==> config.mk <==
export PLATFORM = sky130hd
export DESIGN_NAME = atrb_fifo
export DESIGN_NICKNAME = d
export VERILOG_FILES = /design/src/atrb_pkg.sv /design/src/atrb_fifo.sv
export SDC_FILE = /design/constraint.sdc
export NUM_CORES = 1
export LEC_CHECK = 0
export ABC_AREA = 1
export BUFFER_PORTS_ARGS = -buffer_cell sky130_fd_sc_hd__buf_2
export CORE_AREA = 2 2 39 41
export DETAILED_ROUTE_END_ITERATION = 8
export DIE_AREA = 0 0 41 43
export MAX_ROUTING_LAYER = met4
export SYNTH_ARGS = -nofsm -noshare
export SYNTH_HDL_FRONTEND = slang
export SYNTH_SLANG_ARGS = --single-unit
==> constraint.sdc <==
create_clock -name clk_i -period 2.75 [get_ports clk_i]
set_input_delay 0.55 -clock clk_i [delete_from_list [all_inputs] [get_ports clk_i]]
set_output_delay 0.55 -clock clk_i [all_outputs]
set_load 0.01 [all_outputs]
==> src/atrb_pkg.sv <==
// Shared types, constants and helpers of the adaptive timestamp reorder buffer.
// No dependencies; every other file imports this package.
package atrb_pkg;

  localparam int unsigned StampW  = 53;
  localparam int unsigned TagW    = 16;
  localparam int unsigned TimeW   = 48;
  localparam int unsigned HoldW   = 26;
  localparam int unsigned CfgIdxW = 3;

  localparam int unsigned QueueDepthDef = 32;
  localparam int unsigned HistDepthDef  = 16;
  localparam int unsigned FifoDepth     = 2;

  // Length of one jitter aggregation period in microseconds
  localparam logic [TimeW:0] AggregationUs = 49'd1000000;

  // Register reset values
  localparam logic [HoldW-1:0] InitHoldRst = 26'd200000;
  localparam logic [HoldW-1:0] MinHoldRst  = 26'd0;
  localparam logic [HoldW-1:0] MaxHoldRst  = 26'd5000000;
  localparam logic [HoldW-1:0] WindowRst   = 26'd10000000;
  localparam logic [HoldW-1:0] HoldRst     =
      (InitHoldRst > MinHoldRst) ? InitHoldRst : MinHoldRst;

  // Item modes
  localparam logic ModeInsert = 1'b0;
  localparam logic ModeFlush  = 1'b1;

  typedef enum logic [CfgIdxW-1:0] {
    REG_INIT_HOLD = 3'd0,
    REG_MIN_HOLD  = 3'd1,
    REG_MAX_HOLD  = 3'd2,
    REG_SHRINK    = 3'd3,
    REG_WINDOW    = 3'd4
  } cfg_reg_e;

  typedef struct packed {
    logic              mode;
    logic [StampW-1:0] packet_stamp;
    logic [TagW-1:0]   packet_tag;
    logic [TimeW-1:0]  arrival_time_us;
  } in_item_t;

  typedef struct packed {
    logic [StampW-1:0] out_stamp;
    logic [TagW-1:0]   out_tag;
    logic              last_of_run;
    logic [HoldW-1:0]  hold_now_us;
  } out_item_t;

  typedef struct packed {
    logic [HoldW-1:0] init_hold;
    logic [HoldW-1:0] min_hold;
    logic [HoldW-1:0] max_hold;
    logic             shrink_en;
    logic [HoldW-1:0] window;
  } cfg_t;

  // Configuration write as seen by the jitter unit
  typedef struct packed {
    logic               valid;
    logic [CfgIdxW-1:0] index;
    logic [HoldW-1:0]   data;
  } cfg_wr_t;

  // Request and response between back-end control and jitter unit
  typedef struct packed {
    logic              start;
    logic [StampW-1:0] stamp;
    logic [TimeW-1:0]  now;
  } jit_req_t;

  typedef struct packed {
    logic             done;
    logic [HoldW-1:0] hold;
  } jit_rsp_t;

  // Command to the sorted queue
  typedef struct packed {
    logic              ins;
    logic              pop;
    logic [StampW-1:0] stamp;
    logic [TagW-1:0]   tag;
  } sort_cmd_t;

  // 1.5x rounded down: x + (x >> 1)
  function automatic logic [StampW:0] times_1p5(input logic [StampW-1:0] x);
    return {1'b0, x} + {2'b00, x[StampW-1:1]};
  endfunction

endpackage

==> src/atrb_fifo.sv <==
// Small first-in first-out queue used on the input and result sides.
// Depends on atrb_pkg for the default depth.
module atrb_fifo import atrb_pkg::*; #(
  parameter type         item_t = logic,
  parameter int unsigned Depth  = FifoDepth
) (
  input  logic  clk_i,
  input  logic  rst_ni,
  input  logic  push_i,
  input  item_t data_i,
  output logic  full_o,
  input  logic  pop_i,
  output item_t data_o,
  output logic  empty_o
);

  localparam int unsigned PtrW = (Depth > 1) ? $clog2(Depth) : 1;
  localparam int unsigned CntW = $clog2(Depth + 1);

  item_t            mem_q [Depth];
  logic [PtrW-1:0]  wr_ptr_q, rd_ptr_q;
  logic [CntW-1:0]  cnt_q;
  logic             do_push, do_pop;

  assign full_o  = (cnt_q == CntW'(Depth));
  assign empty_o = (cnt_q == '0);
  assign do_push = push_i && !full_o;
  assign do_pop  = pop_i && !empty_o;
  assign data_o  = mem_q[rd_ptr_q];

  function automatic logic [PtrW-1:0] next_ptr(input logic [PtrW-1:0] p);
    return (p == PtrW'(Depth - 1)) ? '0 : p + 1'b1;
  endfunction

  // Store the incoming transfer
  always_ff @(posedge clk_i) begin
    if (do_push) begin
      mem_q[wr_ptr_q] <= data_i;
    end
  end

  // Advance pointers and count
  always_ff @(posedge clk_i or negedge rst_ni) begin
    if (!rst_ni) begin
      wr_ptr_q <= '0;
      rd_ptr_q <= '0;
      cnt_q    <= '0;
    end else begin
      if (do_push) wr_ptr_q <= next_ptr(wr_ptr_q);
      if (do_pop)  rd_ptr_q <= next_ptr(rd_ptr_q);
      if (do_push && !do_pop)      cnt_q <= cnt_q + 1'b1;
      else if (do_pop && !do_push) cnt_q <= cnt_q - 1'b1;
    end
  end

endmodule

==> results of run 1 <==
[path summary, 6_finish.rpt]
check / from / end / cells after the start
max in group asynchronous: rst_ni / cnt_q[0] / 1
hold / removal: rst_ni / wr_ptr_q / 1
setup reg to reg: cnt_q[0] / cnt_q[1] / 6
min in group clk_i: wr_ptr_q / wr_ptr_q / 2
setup / recovery: cnt_q[0] / full_o / 2
hold reg to reg: wr_ptr_q / wr_ptr_q / 2
[sequential cells by signal (all words and copies together) (netlist names)]
| register | flops |
|---|---|
| rd_ptr_q | 1 |
| mem_q | 2 |
| cnt_q | 2 |
| wr_ptr_q | 1 |
[cell usage in the layout (no fill, tap or decap), drive strengths merged]
cell / netlist / routed
buf: 0 / 7
clkbuf: 0 / 4
dfrtp: 4 / 4
edfxtp: 2 / 2
ha: 1 / 1
inv: 8 / 8
nand2: 12 / 12
nand3: 1 / 1
nand3b: 1 / 1
nand4: 1 / 1
nor2: 4 / 4
o21ai: 2 / 2
xnor2: 1 / 1
[logic make-up after synthesis]
| group | count (synthesis) |
|---|---|
| buf+inv | 8 |
| xor+xnor | 1 |
| simple gates | 19 |
| flops | 6 |
| compound gates | 2 |
| fa+ha+maj | 1 |
[metrics by stage]
stage / util / instances / setup WS [ns] / instance area [µm²] / total power [W]
global placement: 0.2604 / 60 / 1.299 / 360.3 / 0.0003366
global route: 0.2794 / 64 / 1.119 / 386.6 / 0.0004706
floorplan: - / 37 / 1.439 / 305.3 / 0.0002897
detailed placement: 0.2604 / 60 / 1.280 / 360.3 / 0.0003391
CTS: 0.2794 / 64 / 1.191 / 386.6 / 0.0004311
finish: 0.2794 / 64 / 1.203 / 386.6 / 0.0004222
[metal layers]
metal,vias up,wire length [µm]
li1,134,-
met1,105,242
met2,7,202
met3,0,51
met4,0,0
met5,-,0
[where the power goes]
group | internal [W] | switching [W]
clock network | 0.0000550 | 0.0000324
logic | 0.0000736 | 0.0000984
registers | 0.000132 | 0.0000307
total | 0.000261 | 0.000162
[area by class of cell]
type / count / area share
repair buffers: 7 / 0.09061
multi-input cells: 23 / 0.2977
flip-flops and latches: 6 / 0.4142
clock buffers: 4 / 0.06796
inverters: 8 / 0.07767
well taps: 16 / 0.05178
[worst register-to-register path: stages (launching register included)]
cell and delay (ns):
dfrtp_1 0.45, o21ai_0 0.26, ha_1 0.30, inv_1 0.08, nand3_1 0.07, nand2_1 0.06, nand2_1 0.05
==> flow_metrics.env, run 1 <==
export IMPL_status="finished clean"
export IMPL_vias=246
export IMPL_cts_root_buf="clkbuf_4"
export IMPL_cp_data_required_time_ns=2.20
export IMPL_final_fill_count=153
export IMPL_synth_compound_area_frac=0.03279
export IMPL_drv_slew=0
export IMPL_yosysMostFrequentCell="nand2_1"
export IMPL_ant_nets=0
export IMPL_multiInputGateArea_um2=115.1
export IMPL_n_antenna_cell=0
export IMPL_numCtsBuffers=3
export IMPL_fin_tns_setup_ns=0
export IMPL_post_cts_buffers=0
export IMPL_hpwl_um=400.3
export IMPL_tightest_slew_ns=0.2535
export IMPL_pin_count=8
export IMPL_cts_sinks=6
export IMPL_synth_area_um2=305.3
export IMPL_dieArea_um2=1763
export IMPL_use_met1=0.09333
export IMPL_cpPeakStageDelay_ns=0.45
export IMPL_top_usage_layer="met1"
export IMPL_drt_first_pass_iters=4
export IMPL_holdWs_ns=0.09990
export IMPL_power_per_cell_area_nw_per_um2=1092
export IMPL_routed_wirelength_um=497
export IMPL_synth_xor_area_frac=0.02869
export IMPL_cts_clk_slew_worst_paths_ns=0.05
export IMPL_synth_largest_area_cell="dfrtp_1"
export IMPL_syn_nets=43
export IMPL_met3_usage=0.04712
export IMPL_synthMuxAreaShare=0
export IMPL_seq_area_um2=160.2
export IMPL_synthAdderAreaFrac=0.04098
export IMPL_first_iter_violations=2
export IMPL_path_max_fanout=7
export IMPL_drv_cap=0
export IMPL_ys_warn_count=0
export IMPL_critPathKind="register to output port"
export IMPL_synth_top_family_by_area="simple AND/OR/NAND/NOR gates"
export IMPL_r2r_slack_ns=1.37
export IMPL_yosys_area_top_type_share=0.3279
export IMPL_start_util=0.2206
export IMPL_cts_resized=0
export IMPL_vias_per_cell=3.844
export IMPL_finalSetupViolations=0
export IMPL_ys_ff_latch=6
export IMPL_die_w_um=41
export IMPL_ys_types=12
export IMPL_synth_top_flop_cell="dfrtp_1"
export IMPL_path_cells="nor2_2 -> buf_2"
export IMPL_cp_start_kind="register"
export IMPL_post_drt_wl_per_cell_um=7.766
export IMPL_cts_htree_levels=1
export IMPL_syn_inst=37
export IMPL_coreArea_um2=1384
export IMPL_fmax_mhz=646.5
export IMPL_nets=55
export IMPL_cpLargestDelayFamily="flip-flops"
export IMPL_min_period_ns=1.547
export IMPL_crit_path_end_kind="output port"
export IMPL_avgSynthCellArea_um2=8.251
export IMPL_area_growth_syn_to_layout_pct=26.64
export IMPL_num_rows=14
export IMPL_grt_start_max_net_pins=8
export IMPL_grt_usage=0.07700
export IMPL_skew_ns=0.005953
export IMPL_worstHoldPathType="primary input to asynchronous set/reset pin"
export IMPL_gp_congestion=0.6968
export IMPL_cts_hold_buf=0
export IMPL_synthTopCellsByCount="nand2_1 (12), inv_1 (8), dfrtp_1 (4)"
export IMPL_synthArstFlopShare=0.6667
export IMPL_clkLatencyLatePin_ns=0.24
export IMPL_max_slew_margin=0.8292
export IMPL_synthTopCellsByArea="dfrtp_1 (33%), edfxtp_1 (20%), nand2_1 (15%)"
export IMPL_gr_usage_met2=0.07813
export IMPL_p_leak_nw=0.2122
export IMPL_cts_tree="done"
export IMPL_worst_endpoint_arrival_ns=1.00
export IMPL_drc=0
export IMPL_finalHoldViolCount=0
export IMPL_period_share=0.5625
export IMPL_synth_simple_gate_area_share=0.2746
export IMPL_overflow=0
export IMPL_rsz0062_at_grt="false"
export IMPL_seq_area_frac_synth=0.5246
export IMPL_die_h_um=43
export IMPL_grt_pass1_vias=196
export IMPL_grt_pass1_wl_um=772
export IMPL_vdd_ir_drop_worst_v=0.0002636
export IMPL_portBuffers=7
export IMPL_critPathBufInv=1
export IMPL_cts_max_path_buffers=2
export IMPL_slowest_stage="dfrtp_1"
export IMPL_drive_gt1_frac=0.2500
export IMPL_grt_antenna_before_repair=0
export IMPL_synth_edf_count=2
Power figures use the tool's default switching activity.
==> run 2, diff against run 1 <==
==> constraint.sdc (replaced) <==
create_clock -name clk_i -period 1.5 [get_ports clk_i]
set_input_delay 0.3 -clock clk_i [delete_from_list [all_inputs] [get_ports clk_i]]
set_output_delay 0.3 -clock clk_i [all_outputs]
set_load 0.01 [all_outputs]
==> flow_metrics.env, run 2 (same netlist as run 1, synthesis figures left out) <==
export IMPL_skew_ns=0.004997
export IMPL_gp_congestion=0.7366
export IMPL_path_max_fanout=5
export IMPL_fin_tns_setup_ns=0
export IMPL_grt_start_max_net_pins=6
export IMPL_r2r_cells=6
export IMPL_coreArea_um2=1384
export IMPL_portBuffers=7
export IMPL_cts_root_buf="clkbuf_4"
export IMPL_cpPeakStageDelay_ns=0.43
export IMPL_tightest_slew_ns=0.2907
export IMPL_cts_tree="done"
export IMPL_numCtsBuffers=3
export IMPL_drt_first_pass_iters=2
export IMPL_num_rows=14
export IMPL_drv_cap=0
export IMPL_final_fill_count=150
export IMPL_vdd_ir_drop_worst_v=0.0007595
export IMPL_max_slew_margin=0.8041
export IMPL_fmax_mhz=722.7
export IMPL_post_drt_wl_per_cell_um=7.394
export IMPL_status="finished clean"
export IMPL_path_cells="o21ai_0 -> ha_1 -> inv_1 -> nand3_1 -> nand2_1 -> nand2_1"
export IMPL_hold_depth=1
export IMPL_overflow=0
export IMPL_cts_sinks=6
export IMPL_cts_resized=0
export IMPL_cts_max_path_buffers=2
export IMPL_worstHoldPathType="primary input to register"
export IMPL_area_growth_syn_to_layout_pct=32.38
export IMPL_cp_common_cell="nand2_1"
export IMPL_grt_usage=0.07700
export IMPL_start_util=0.2206
export IMPL_min_period_ns=1.384
export IMPL_r2r_slack_ns=0.12
export IMPL_hpwl_um=395.2
export IMPL_finalHoldViolCount=0
export IMPL_vias=261
export IMPL_rsz0062_at_grt="false"
export IMPL_grt_pass1_wl_um=828
export IMPL_routed_wirelength_um=488
export IMPL_r2r_end="cnt_q[1]"
export IMPL_r2r_start="cnt_q[0]"
export IMPL_grt_pass1_vias=217
export IMPL_ant_nets=0
export IMPL_drv_slew=0
export IMPL_slowest_stage="dfrtp_1"
export IMPL_holdWs_ns=0.2397
export IMPL_cp_data_required_time_ns=1.63
export IMPL_cts_htree_levels=1
export IMPL_dieArea_um2=1763
export IMPL_layout_common_cells="nand2_1 (12), inv_1 (8), buf_2 (7), dfrtp_1 (4), clkbuf_4 (3)"
export IMPL_power_per_cell_area_nw_per_um2=1977
export IMPL_layout_commonest_cell="nand2_1"
export IMPL_pin_count=8
export IMPL_vias_per_cell=3.955
export IMPL_cp_start_kind="register"
export IMPL_min_to="mem_q[1]"
export IMPL_p_leak_nw=0.2212
export IMPL_critPathKind="register to register"
export IMPL_worst_endpoint_arrival_ns=1.52
export IMPL_die_w_um=41
export IMPL_drive_gt1_frac=0.2600
export IMPL_min_from="data_i"
export IMPL_first_iter_violations=7
export IMPL_top_regs="cnt_q: 2 flops, mem_q: 2 flops"
export IMPL_drc=0
export IMPL_nets=57
export IMPL_crit_path_end_kind="register"
export IMPL_n_antenna_cell=0
export IMPL_die_h_um=43
export IMPL_cts_clk_slew_worst_paths_ns=0.05
export IMPL_period_share=0.9225
export IMPL_grt_antenna_before_repair=0
export IMPL_finalSetupViolations=0
export IMPL_clkLatencyLatePin_ns=0.25
-- run 2: cell count changes in the layout (fill, tap and decap cells not counted), sizes merged --
cell and change:
buf +1, dlygate4sd3 +1
-- run 2: worst max-delay path: cells and delay by family (launching register included) --
family | cells | cell delay (ns)
AOI/OAI and AO/OA | 1 | 0.29
adders and majority gates | 1 | 0.31
buffers and inverters | 1 | 0.08
DFF | 1 | 0.43
and+or+nand+nor | 3 | 0.17
-- run 2: stage by stage --
step	instances	util	total power (W)	worst slack, ns	instance area [µm²]
6_report	66	0.2920	0.0007988	0.1162	404.1
5_1_grt	66	0.2920	0.0008766	0.02415	404.1
4_1_cts	66	0.2920	0.0008144	0.1155	404.1
3_5_place_dp	61	0.2658	0.0006409	0.1282	367.9
3_3_place_gp	61	0.2658	0.0006366	0.1423	367.9
2_1_floorplan	37	-	0.0005311	0.1892	305.3
-- run 2: layer usage --
metal	track usage	vias to the layer above	part of all wire
met3	0.06283	2	0.10
li1	-	139	-
met2	0.08438	9	0.38
met5	-	-	0
met4	0.04000	0	0.016
met1	0.09667	111	0.49
-- run 2: cell type report --
type	count	area (µm²)	area share
inverters	8	30.03	0.07430
multi-input cells	23	115.1	0.2848
well taps	16	20.02	0.04954
repair buffers	9	52.55	0.1300
flip-flops and latches	6	160.2	0.3963
clock buffers	4	26.28	0.06502
-- run 2: how the worst max path moves through the flow --
stage	startpoint	endpoint	slack [ns]	cells after the start
2_1_floorplan	cnt_q[0]	cnt_q[1]	0.19	7
3_3_place_gp	cnt_q[0]	cnt_q[1]	0.14	6
3_5_place_dp	cnt_q[0]	cnt_q[1]	0.13	6
4_1_cts	cnt_q[0]	cnt_q[1]	0.12	6
5_1_grt	cnt_q[0]	empty_o	0.02	3
6_report	cnt_q[0]	cnt_q[1]	0.12	6
-- run 2: what timing repair did --
| item | CTS | global route |
|---|---|---|
| hold buffers | 1 | 0 |
| endpoints found under the hold margin | 4 | 0 |
| setup buffers | 0 | 0 |
-- run 2: report_power, final --
part / leakage (nW) / internal [W] / total (W) / switching (W)
Sequential: 0.0665 / 0.000242 / 0.000296 / 0.0000535
Combinational: 0.140 / 0.000153 / 0.000341 / 0.000189
Clock: 0.0150 / 0.000101 / 0.000162 / 0.0000609
