File: src/atrb_pkg.sv
// Shared types, constants and helpers of the adaptive timestamp reorder buffer.
// No dependencies; every other file imports this package.
package atrb_pkg;

  localparam int unsigned StampW  = 53;
  localparam int unsigned TagW    = 16;
  localparam int unsigned TimeW   = 48;
  localparam int unsigned HoldW   = 26;
  localparam int unsigned CfgIdxW = 3;

  localparam int unsigned QueueDepthDef = 32;
  localparam int unsigned HistDepthDef  = 16;
  localparam int unsigned FifoDepth     = 2;

  // Length of one jitter aggregation period in microseconds
  localparam logic [TimeW:0] AggregationUs = 49'd1000000;

  // Register reset values
  localparam logic [HoldW-1:0] InitHoldRst = 26'd200000;
  localparam logic [HoldW-1:0] MinHoldRst  = 26'd0;
  localparam logic [HoldW-1:0] MaxHoldRst  = 26'd5000000;
  localparam logic [HoldW-1:0] WindowRst   = 26'd10000000;
  localparam logic [HoldW-1:0] HoldRst     =
      (InitHoldRst > MinHoldRst) ? InitHoldRst : MinHoldRst;

  // Item modes
  localparam logic ModeInsert = 1'b0;
  localparam logic ModeFlush  = 1'b1;

  typedef enum logic [CfgIdxW-1:0] {
    REG_INIT_HOLD = 3'd0,
    REG_MIN_HOLD  = 3'd1,
    REG_MAX_HOLD  = 3'd2,
    REG_SHRINK    = 3'd3,
    REG_WINDOW    = 3'd4
  } cfg_reg_e;

  typedef struct packed {
    logic              mode;
    logic [StampW-1:0] packet_stamp;
    logic [TagW-1:0]   packet_tag;
    logic [TimeW-1:0]  arrival_time_us;
  } in_item_t;

  typedef struct packed {
    logic [StampW-1:0] out_stamp;
    logic [TagW-1:0]   out_tag;
    logic              last_of_run;
    logic [HoldW-1:0]  hold_now_us;
  } out_item_t;

  typedef struct packed {
    logic [HoldW-1:0] init_hold;
    logic [HoldW-1:0] min_hold;
    logic [HoldW-1:0] max_hold;
    logic             shrink_en;
    logic [HoldW-1:0] window;
  } cfg_t;

  // Configuration write as seen by the jitter unit
  typedef struct packed {
    logic               valid;
    logic [CfgIdxW-1:0] index;
    logic [HoldW-1:0]   data;
  } cfg_wr_t;

  // Request and response between back-end control and jitter unit
  typedef struct packed {
    logic              start;
    logic [StampW-1:0] stamp;
    logic [TimeW-1:0]  now;
  } jit_req_t;

  typedef struct packed {
    logic             done;
    logic [HoldW-1:0] hold;
  } jit_rsp_t;

  // Command to the sorted queue
  typedef struct packed {
    logic              ins;
    logic              pop;
    logic [StampW-1:0] stamp;
    logic [TagW-1:0]   tag;
  } sort_cmd_t;

  // 1.5x rounded down: x + (x >> 1)
  function automatic logic [StampW:0] times_1p5(input logic [StampW-1:0] x);
    return {1'b0, x} + {2'b00, x[StampW-1:1]};
  endfunction

endpackage

File: src/atrb_jitter.sv
// Jitter tracker: configuration registers, newest stamp, windowed peak history
// and the adaptive hold duration. Depends on atrb_pkg.
module atrb_jitter import atrb_pkg::*; #(
  parameter int unsigned HistDepth = HistDepthDef
) (
  input  logic     clk_i,
  input  logic     rst_ni,
  input  cfg_wr_t  cfg_wr_i,
  input  jit_req_t req_i,
  output jit_rsp_t rsp_o
);

  localparam int unsigned HW = $clog2(HistDepth);
  localparam int unsigned FW = $clog2(HistDepth + 1);

  typedef enum logic [8:0] {
    J_IDLE      = 9'b000000001,
    J_CHK_LAST  = 9'b000000010,
    J_APPEND    = 9'b000000100,
    J_PRUNE_RD  = 9'b000001000,
    J_PRUNE_CHK = 9'b000010000,
    J_SCAN_RD   = 9'b000100000,
    J_SCAN_ACC  = 9'b001000000,
    J_GROW      = 9'b010000000,
    J_SHRINK    = 9'b100000000
  } jit_state_e;

  jit_state_e        state_q, state_d;
  cfg_t              cfg_q, cfg_d;
  logic              started_q;
  logic [HoldW-1:0]  hold_q, hold_d;
  logic [StampW-1:0] newest_q, newest_d;
  logic [HW-1:0]     head_q, head_d;
  logic [FW-1:0]     fill_q, fill_d;
  logic [FW-1:0]     idx_q, idx_d;
  logic              filled_q, filled_d;
  logic              done_q, done_d;
  logic [StampW-1:0] stamp_q, jit_q, peak_q, peak_d;
  logic [TimeW-1:0]  now_q;
  logic [StampW:0]   jit15_q, peak15_q;

  // History memory
  logic [TimeW-1:0]  hist_time [HistDepth];
  logic [StampW-1:0] hist_peak [HistDepth];
  logic [TimeW-1:0]  rd_time_q;
  logic [StampW-1:0] rd_peak_q;
  logic [HW-1:0]     rd_addr, wr_addr, last_idx;
  logic              wr_en;
  logic [TimeW-1:0]  wr_time;
  logic [StampW-1:0] wr_peak;

  logic [StampW-1:0] newest_new;

  function automatic logic [HW-1:0] wrap(input logic [HW:0] s);
    logic [HW:0] r;
    r = (s >= (HW+1)'(HistDepth)) ? s - (HW+1)'(HistDepth) : s;
    return r[HW-1:0];
  endfunction

  assign rsp_o.done = done_q;
  assign rsp_o.hold = hold_q;

  assign newest_new = (req_i.stamp > newest_q) ? req_i.stamp : newest_q;
  assign last_idx   = wrap({1'b0, head_q} + (HW+1)'(fill_q) - 1'b1);

  // Apply configuration writes; unknown indexes are ignored
  always_comb begin
    cfg_d = cfg_q;
    if (cfg_wr_i.valid) begin
      unique case (cfg_wr_i.index)
        REG_INIT_HOLD: cfg_d.init_hold = cfg_wr_i.data;
        REG_MIN_HOLD:  cfg_d.min_hold  = cfg_wr_i.data;
        REG_MAX_HOLD:  cfg_d.max_hold  = cfg_wr_i.data;
        REG_SHRINK:    cfg_d.shrink_en = cfg_wr_i.data[0];
        REG_WINDOW:    cfg_d.window    = cfg_wr_i.data;
        default:       cfg_d = cfg_q;
      endcase
    end
  end

  // Sequence one hold update
  always_comb begin
    state_d  = state_q;
    hold_d   = hold_q;
    newest_d = newest_q;
    head_d   = head_q;
    fill_d   = fill_q;
    idx_d    = idx_q;
    filled_d = filled_q;
    peak_d   = peak_q;
    done_d   = 1'b0;
    rd_addr  = last_idx;
    wr_en    = 1'b0;
    wr_addr  = last_idx;
    wr_time  = now_q;
    wr_peak  = jit_q;

    unique case (state_q)
      J_IDLE: begin
        // reload start-up hold until the first packet
        if (cfg_wr_i.valid && !started_q &&
            (cfg_wr_i.index == REG_INIT_HOLD || cfg_wr_i.index == REG_MIN_HOLD)) begin
          hold_d = (cfg_d.init_hold > cfg_d.min_hold) ? cfg_d.init_hold : cfg_d.min_hold;
        end
        if (req_i.start) begin
          newest_d = newest_new;
          filled_d = 1'b0;
          peak_d   = '0;
          if (newest_new == req_i.stamp) begin
            done_d = 1'b1;
          end else if (fill_q != '0) begin
            state_d = J_CHK_LAST;
          end else begin
            state_d = J_APPEND;
          end
        end
      end
      J_CHK_LAST: begin
        // fold into the current period or open a new one
        if ({1'b0, now_q} < {1'b0, rd_time_q} + AggregationUs) begin
          wr_en   = 1'b1;
          wr_addr = last_idx;
          wr_time = rd_time_q;
          wr_peak = (jit_q > rd_peak_q) ? jit_q : rd_peak_q;
          state_d = J_PRUNE_RD;
        end else begin
          state_d = J_APPEND;
        end
      end
      J_APPEND: begin
        wr_en = 1'b1;
        if (fill_q == FW'(HistDepth)) begin
          wr_addr = head_q;
          head_d  = wrap({1'b0, head_q} + 1'b1);
        end else begin
          wr_addr = wrap({1'b0, head_q} + (HW+1)'(fill_q));
          fill_d  = fill_q + 1'b1;
        end
        state_d = J_PRUNE_RD;
      end
      J_PRUNE_RD: begin
        rd_addr = head_q;
        state_d = (fill_q == '0) ? J_GROW : J_PRUNE_CHK;
      end
      J_PRUNE_CHK: begin
        // drop entries that fell out of the window
        if ({1'b0, rd_time_q} + {{(TimeW+1-HoldW){1'b0}}, cfg_q.window} < {1'b0, now_q}) begin
          head_d   = wrap({1'b0, head_q} + 1'b1);
          fill_d   = fill_q - 1'b1;
          filled_d = 1'b1;
          state_d  = J_PRUNE_RD;
        end else begin
          idx_d   = '0;
          state_d = J_SCAN_RD;
        end
      end
      J_SCAN_RD: begin
        rd_addr = wrap({1'b0, head_q} + (HW+1)'(idx_q));
        state_d = J_SCAN_ACC;
      end
      J_SCAN_ACC: begin
        if (rd_peak_q > peak_q) peak_d = rd_peak_q;
        idx_d   = idx_q + 1'b1;
        state_d = (idx_q + 1'b1 == fill_q) ? J_GROW : J_SCAN_RD;
      end
      J_GROW: begin
        if ({1'b0, stamp_q} + {{(StampW+1-HoldW){1'b0}}, hold_q} < {1'b0, newest_q}) begin
          hold_d = (jit15_q > {{(StampW+1-HoldW){1'b0}}, cfg_q.max_hold}) ?
                   cfg_q.max_hold : jit15_q[HoldW-1:0];
        end
        state_d = J_SHRINK;
      end
      J_SHRINK: begin
        if (filled_q && cfg_q.shrink_en &&
            (peak15_q < {{(StampW+1-HoldW){1'b0}}, hold_q})) begin
          hold_d = (peak15_q[HoldW-1:0] > cfg_q.min_hold) ? peak15_q[HoldW-1:0]
                                                           : cfg_q.min_hold;
        end
        done_d  = 1'b1;
        state_d = J_IDLE;
      end
      default: state_d = J_IDLE;
    endcase
  end

  // History memory: one write and one registered read per cycle
  always_ff @(posedge clk_i) begin
    if (wr_en) begin
      hist_time[wr_addr] <= wr_time;
      hist_peak[wr_addr] <= wr_peak;
    end
    rd_time_q <= hist_time[rd_addr];
    rd_peak_q <= hist_peak[rd_addr];
  end

  // Latch the request and the scaled values
  always_ff @(posedge clk_i) begin
    if (state_q == J_IDLE && req_i.start) begin
      stamp_q <= req_i.stamp;
      now_q   <= req_i.now;
      jit_q   <= newest_new - req_i.stamp;
    end
    peak_q   <= peak_d;
    jit15_q  <= times_1p5(jit_q);
    peak15_q <= times_1p5(peak_q);
  end

  always_ff @(posedge clk_i or negedge rst_ni) begin
    if (!rst_ni) begin
      state_q   <= J_IDLE;
      cfg_q     <= '{init_hold: InitHoldRst, min_hold: MinHoldRst, max_hold: MaxHoldRst,
                     shrink_en: 1'b0, window: WindowRst};
      started_q <= 1'b0;
      hold_q    <= HoldRst;
      newest_q  <= '0;
      head_q    <= '0;
      fill_q    <= '0;
      idx_q     <= '0;
      filled_q  <= 1'b0;
      done_q    <= 1'b0;
    end else begin
      state_q  <= state_d;
      cfg_q    <= cfg_d;
      hold_q   <= hold_d;
      newest_q <= newest_d;
      head_q   <= head_d;
      fill_q   <= fill_d;
      idx_q    <= idx_d;
      filled_q <= filled_d;
      done_q   <= done_d;
      if (state_q == J_IDLE && req_i.start) started_q <= 1'b1;
    end
  end

endmodule

File: config.mk
export PLATFORM = sky130hd
export DESIGN_NAME = atrb_jitter
export DESIGN_NICKNAME = d
export VERILOG_FILES = /design/src/atrb_pkg.sv /design/src/atrb_jitter.sv
export SDC_FILE = /design/constraint.sdc
export NUM_CORES = 2
export LEC_CHECK = 0
export BUFFER_PORTS_ARGS = -buffer_cell sky130_fd_sc_hd__clkbuf_2
export CAP_MARGIN = 20
export CORE_MARGIN = 10
export CORE_UTILIZATION = 35
export CTS_CLUSTER_DIAMETER = 150
export DETAILED_ROUTE_END_ITERATION = 16
export GPL_ROUTABILITY_DRIVEN = 0
export RECOVER_POWER = 50
export SLEW_MARGIN = 20
export SYNTH_ARGS = -nofsm -noshare
export SYNTH_HDL_FRONTEND = slang
export SYNTH_SLANG_ARGS = --single-unit
File: constraint.sdc
create_clock -name clk_i -period 48.9 [get_ports clk_i]
set_clock_uncertainty 0.1 [all_clocks]
set_input_delay 4.89 -clock clk_i [delete_from_list [all_inputs] [get_ports clk_i]]
set_output_delay 4.89 -clock clk_i [all_outputs]
set_load 0.02 [all_outputs]
==> flow_summary_export.csv <==
group,metric,value,unit
run_status,outcome,"complete, but fails checks",
run_status,violations,"capacitance limit, slew limit",
cells_and_area,syn2layout_area_growth,11.7,%
timing,setup_violations,0,
worst_setup_path,critPathBufInv,6,
clocking,clk_latency,910,ps
placement,dp_hpwl,187000,µm
cells_and_area,final_common_cell,"edfxtp_1",
route,drc,0,
timing,holdWs,391,ps
yosys,postSynthCellCount,8204,
timing,hold_violations,0,
yosys,syn-cell-area,110000,µm²
timing,rsz0062_at_grt,"no",
clocking,postCtsHoldBufs,0,
timing,slew_viol_final,1608,
route,drtAntennaViolNets,0,
yosys,ys_seq_area_share,58.2,%
floorplan,pin_count,161,
worst_setup_path,path_delay_family,"buffers and inverters",
yosys,synth.distinct_cells,96,
timing,tightest_slew,9330,ps
grt,antenna_found_initial,23,
worst_setup_path,cp.required,49570,ps
timing,fin_crit,20110,ps
floorplan,die_area,338000,µm²
yosys,synth-adder-area-share,7.32,%
worst_setup_path,worstPathCellList,"ha_1 > inv_1 > fa_1 > ha_1 > inv_1 > a221oi_1 > o22ai_4 > clkbuf_1 > clkbuf_1 > clkbuf_1 > clkbuf_1 > mux2i_1 > mux2i_1 > mux2i_1 > mux2i_1",
route,routedWlPerCell,23.1,µm
clocking,clock_sinks,2242,
route,vias,68100,
timing,maxSlewHeadroom,-522,%
floorplan,fp.coreArea,314000,µm²
placement,io_buffers,160,
yosys,synth_xor_area_share,2.26,%
clocking,numCtsBuffers,228,
hold_path,min_path_type,"reg -> reg",
clocking,post_cts_resized,0,
cells_and_area,nets,9172,
timing,timing.final.crit_share,41.1,%
route,drt_pre_antenna_iters,8,
yosys,synth_seq_cells,2242,
worst_setup_path,cp_slowest_stage_delay,6740,ps
clocking,cts.htree.levels,4,
clocking,clk_pin_slew,70,ps
yosys,ys_async_sr_fraction,9.37,%
route,drt-initial-drc-count,5705,
worst_setup_path,worstSetupStartpointType,"flip-flop",
clocking,cts_buffer_depth,4,
route,wl,295000,µm
timing,max_freq,49.7,MHz
grt,grt_pass1_wl,437000,µm
job,cap_violations,37,
yosys,synth-edff-count,1823,
route,avgViaCountPerCell,5.34,
worst_setup_path,path_class,"reg -> reg",
clocking,cts_tree,"yes",
worst_setup_path,endpoint_kind,"flip-flop",
clocking,cts_setup_buffers,0,
grt,grt_pass1_vias,67800,
cells_and_area,utilization,39.2,%
floorplan,fp-row-count,206,
floorplan,dieWidth,582,µm
yosys,synth_mux_area_share,16.4,%
yosys,synth-simple-area-share,5.47,%
grt,grt-ovfl-total,0,
clocking,root_buffer,"clkbuf_16",
yosys,synth_nets,8979,
worst_setup_path,critPathMaxFanout,130,
yosys,synth_compound_area_share,7.48,%
yosys,synth_top_family_by_area,"multiplexers",
floorplan,fp.dieH,582,µm
worst_setup_path,critPathArrivalTime,20780,ps
cells_and_area,final_cell_mix,"edfxtp_1, mux2i_1, ha_1, inv_1, a21oi_1",
floorplan,start_util,35.1,%
yosys,synth_flop_cell,"edfxtp_1",
grt,grtUsageTotal,16.6,%
timing,setup_tns,0,ps
yosys,yosysWarningCount,0,
cells_and_area,drive_gt1_share,8.15,%
grt,grt_max_degree,131,
worst_setup_path,crit_slowest_cell,"clkbuf_1",
yosys,avgSynthCellArea,13.5,µm²
[per-stage QoR]
| stage | setup slack [ps] | instance area [µm²] | instances |
|---|---|---|---|
| 6_report | 28790 | 123000 | 12800 |
| 5_1_grt | 27390 | 123000 | 12700 |
| 4_1_cts | 38490 | 124000 | 12700 |
| 3_5_place_dp | 37580 | 116000 | 12300 |
| 3_3_place_gp | 37590 | 116000 | 12300 |
| 2_1_floorplan | 28300 | 110000 | 8204 |
[layer usage]
| metal | vias up | wire (µm) | GRT usage, % |
|---|---|---|---|
| met3 | 432 | 16800 | 2.29 |
| met4 | 2 | 7720 | 4.28 |
| met2 | 1920 | 136000 | 27.2 |
| met1 | 34300 | 134000 | 23.2 |
| li1 | 31500 | - | - |
| met5 | - | 13 | 0 |
[registers in the layout, indices dropped and copies added, names as in the netlist, 54 cells and up]
name and count:
cfg_q 105, hist_peak 848, hist_time 768, jit15_q 54, peak15_q 54
[cell families after synthesis]
family / Yosys count
buf+inv: 765
xor+xnor: 285
flops: 2242
compound gates: 1273
fa+ha+maj: 641
simple gates: 1214
mux: 1784
[cells in the mapped netlist, types with 30 or more instances]
| cell type | count | share of area (%) |
|---|---|---|
| and3_1 | 30 | 0.17 |
| inv_1 | 457 | 1.6 |
| clkbuf_1 | 109 | 0.37 |
| nand2b_1 | 39 | 0.22 |
| o21bai_1 | 30 | 0.20 |
| a31oi_1 | 38 | 0.22 |
| nor4_1 | 34 | 0.19 |
| nand4_1 | 118 | 0.67 |
| xor2_1 | 120 | 0.95 |
| a21o_1 | 231 | 1.6 |
| mux2_2 | 176 | 1.8 |
| o21ai_0 | 243 | 1.1 |
| nor2_1 | 300 | 1.0 |
| nand2_1 | 250 | 0.85 |
| a211oi_1 | 91 | 0.62 |
| dfxtp_1 | 209 | 3.8 |
| mux2_1 | 48 | 0.49 |
| ha_1 | 633 | 7.2 |
| o21a_1 | 43 | 0.29 |
| dfrtp_1 | 181 | 4.1 |
| a21oi_1 | 349 | 1.6 |
| nor3_1 | 87 | 0.39 |
| edfxtp_1 | 1823 | 50 |
| buf_2 | 155 | 0.70 |
| xnor2_1 | 165 | 1.3 |
| nor2b_1 | 49 | 0.28 |
| nand3_1 | 177 | 0.80 |
| mux2i_1 | 1560 | 14 |
[path summary, 6_finish.rpt]
check / startpoint / end / slack, ps / cells after the start
max in group asynchronous: rst_ni / head_q[3]$_DFFE_PN0P_ / 34940 / 3
setup reg to reg: head_q[0]$_DFFE_PN0P_ / rd_time_q[37]$_DFF_P_ / 28790 / 15
min in group asynchronous: rst_ni / newest_q[49]$_DFFE_PN0P_ / 5660 / 1
hold / removal: started_q$_DFFE_PN0P_ / started_q$_DFFE_PN0P_ / 390 / 1
setup / recovery: head_q[0]$_DFFE_PN0P_ / rd_time_q[37]$_DFF_P_ / 28790 / 15
hold reg to reg: started_q$_DFFE_PN0P_ / started_q$_DFFE_PN0P_ / 390 / 1
[area by class of cell]
| type | instances | area [µm²] |
|---|---|---|
| fillers | 29400 | 191000 |
| flip-flops and latches | 2242 | 64200 |
| multi-input cells | 5197 | 43200 |
| clock buffers | 319 | 6360 |
| well taps | 4160 | 5200 |
| inverters | 459 | 1720 |
| repair buffers | 269 | 1450 |
| clock inverters | 101 | 1070 |
| diodes | 9 | 22.5 |
Power is not shown: default switching activity piles up to over one toggle a cycle in this logic, so the estimate is an artifact.
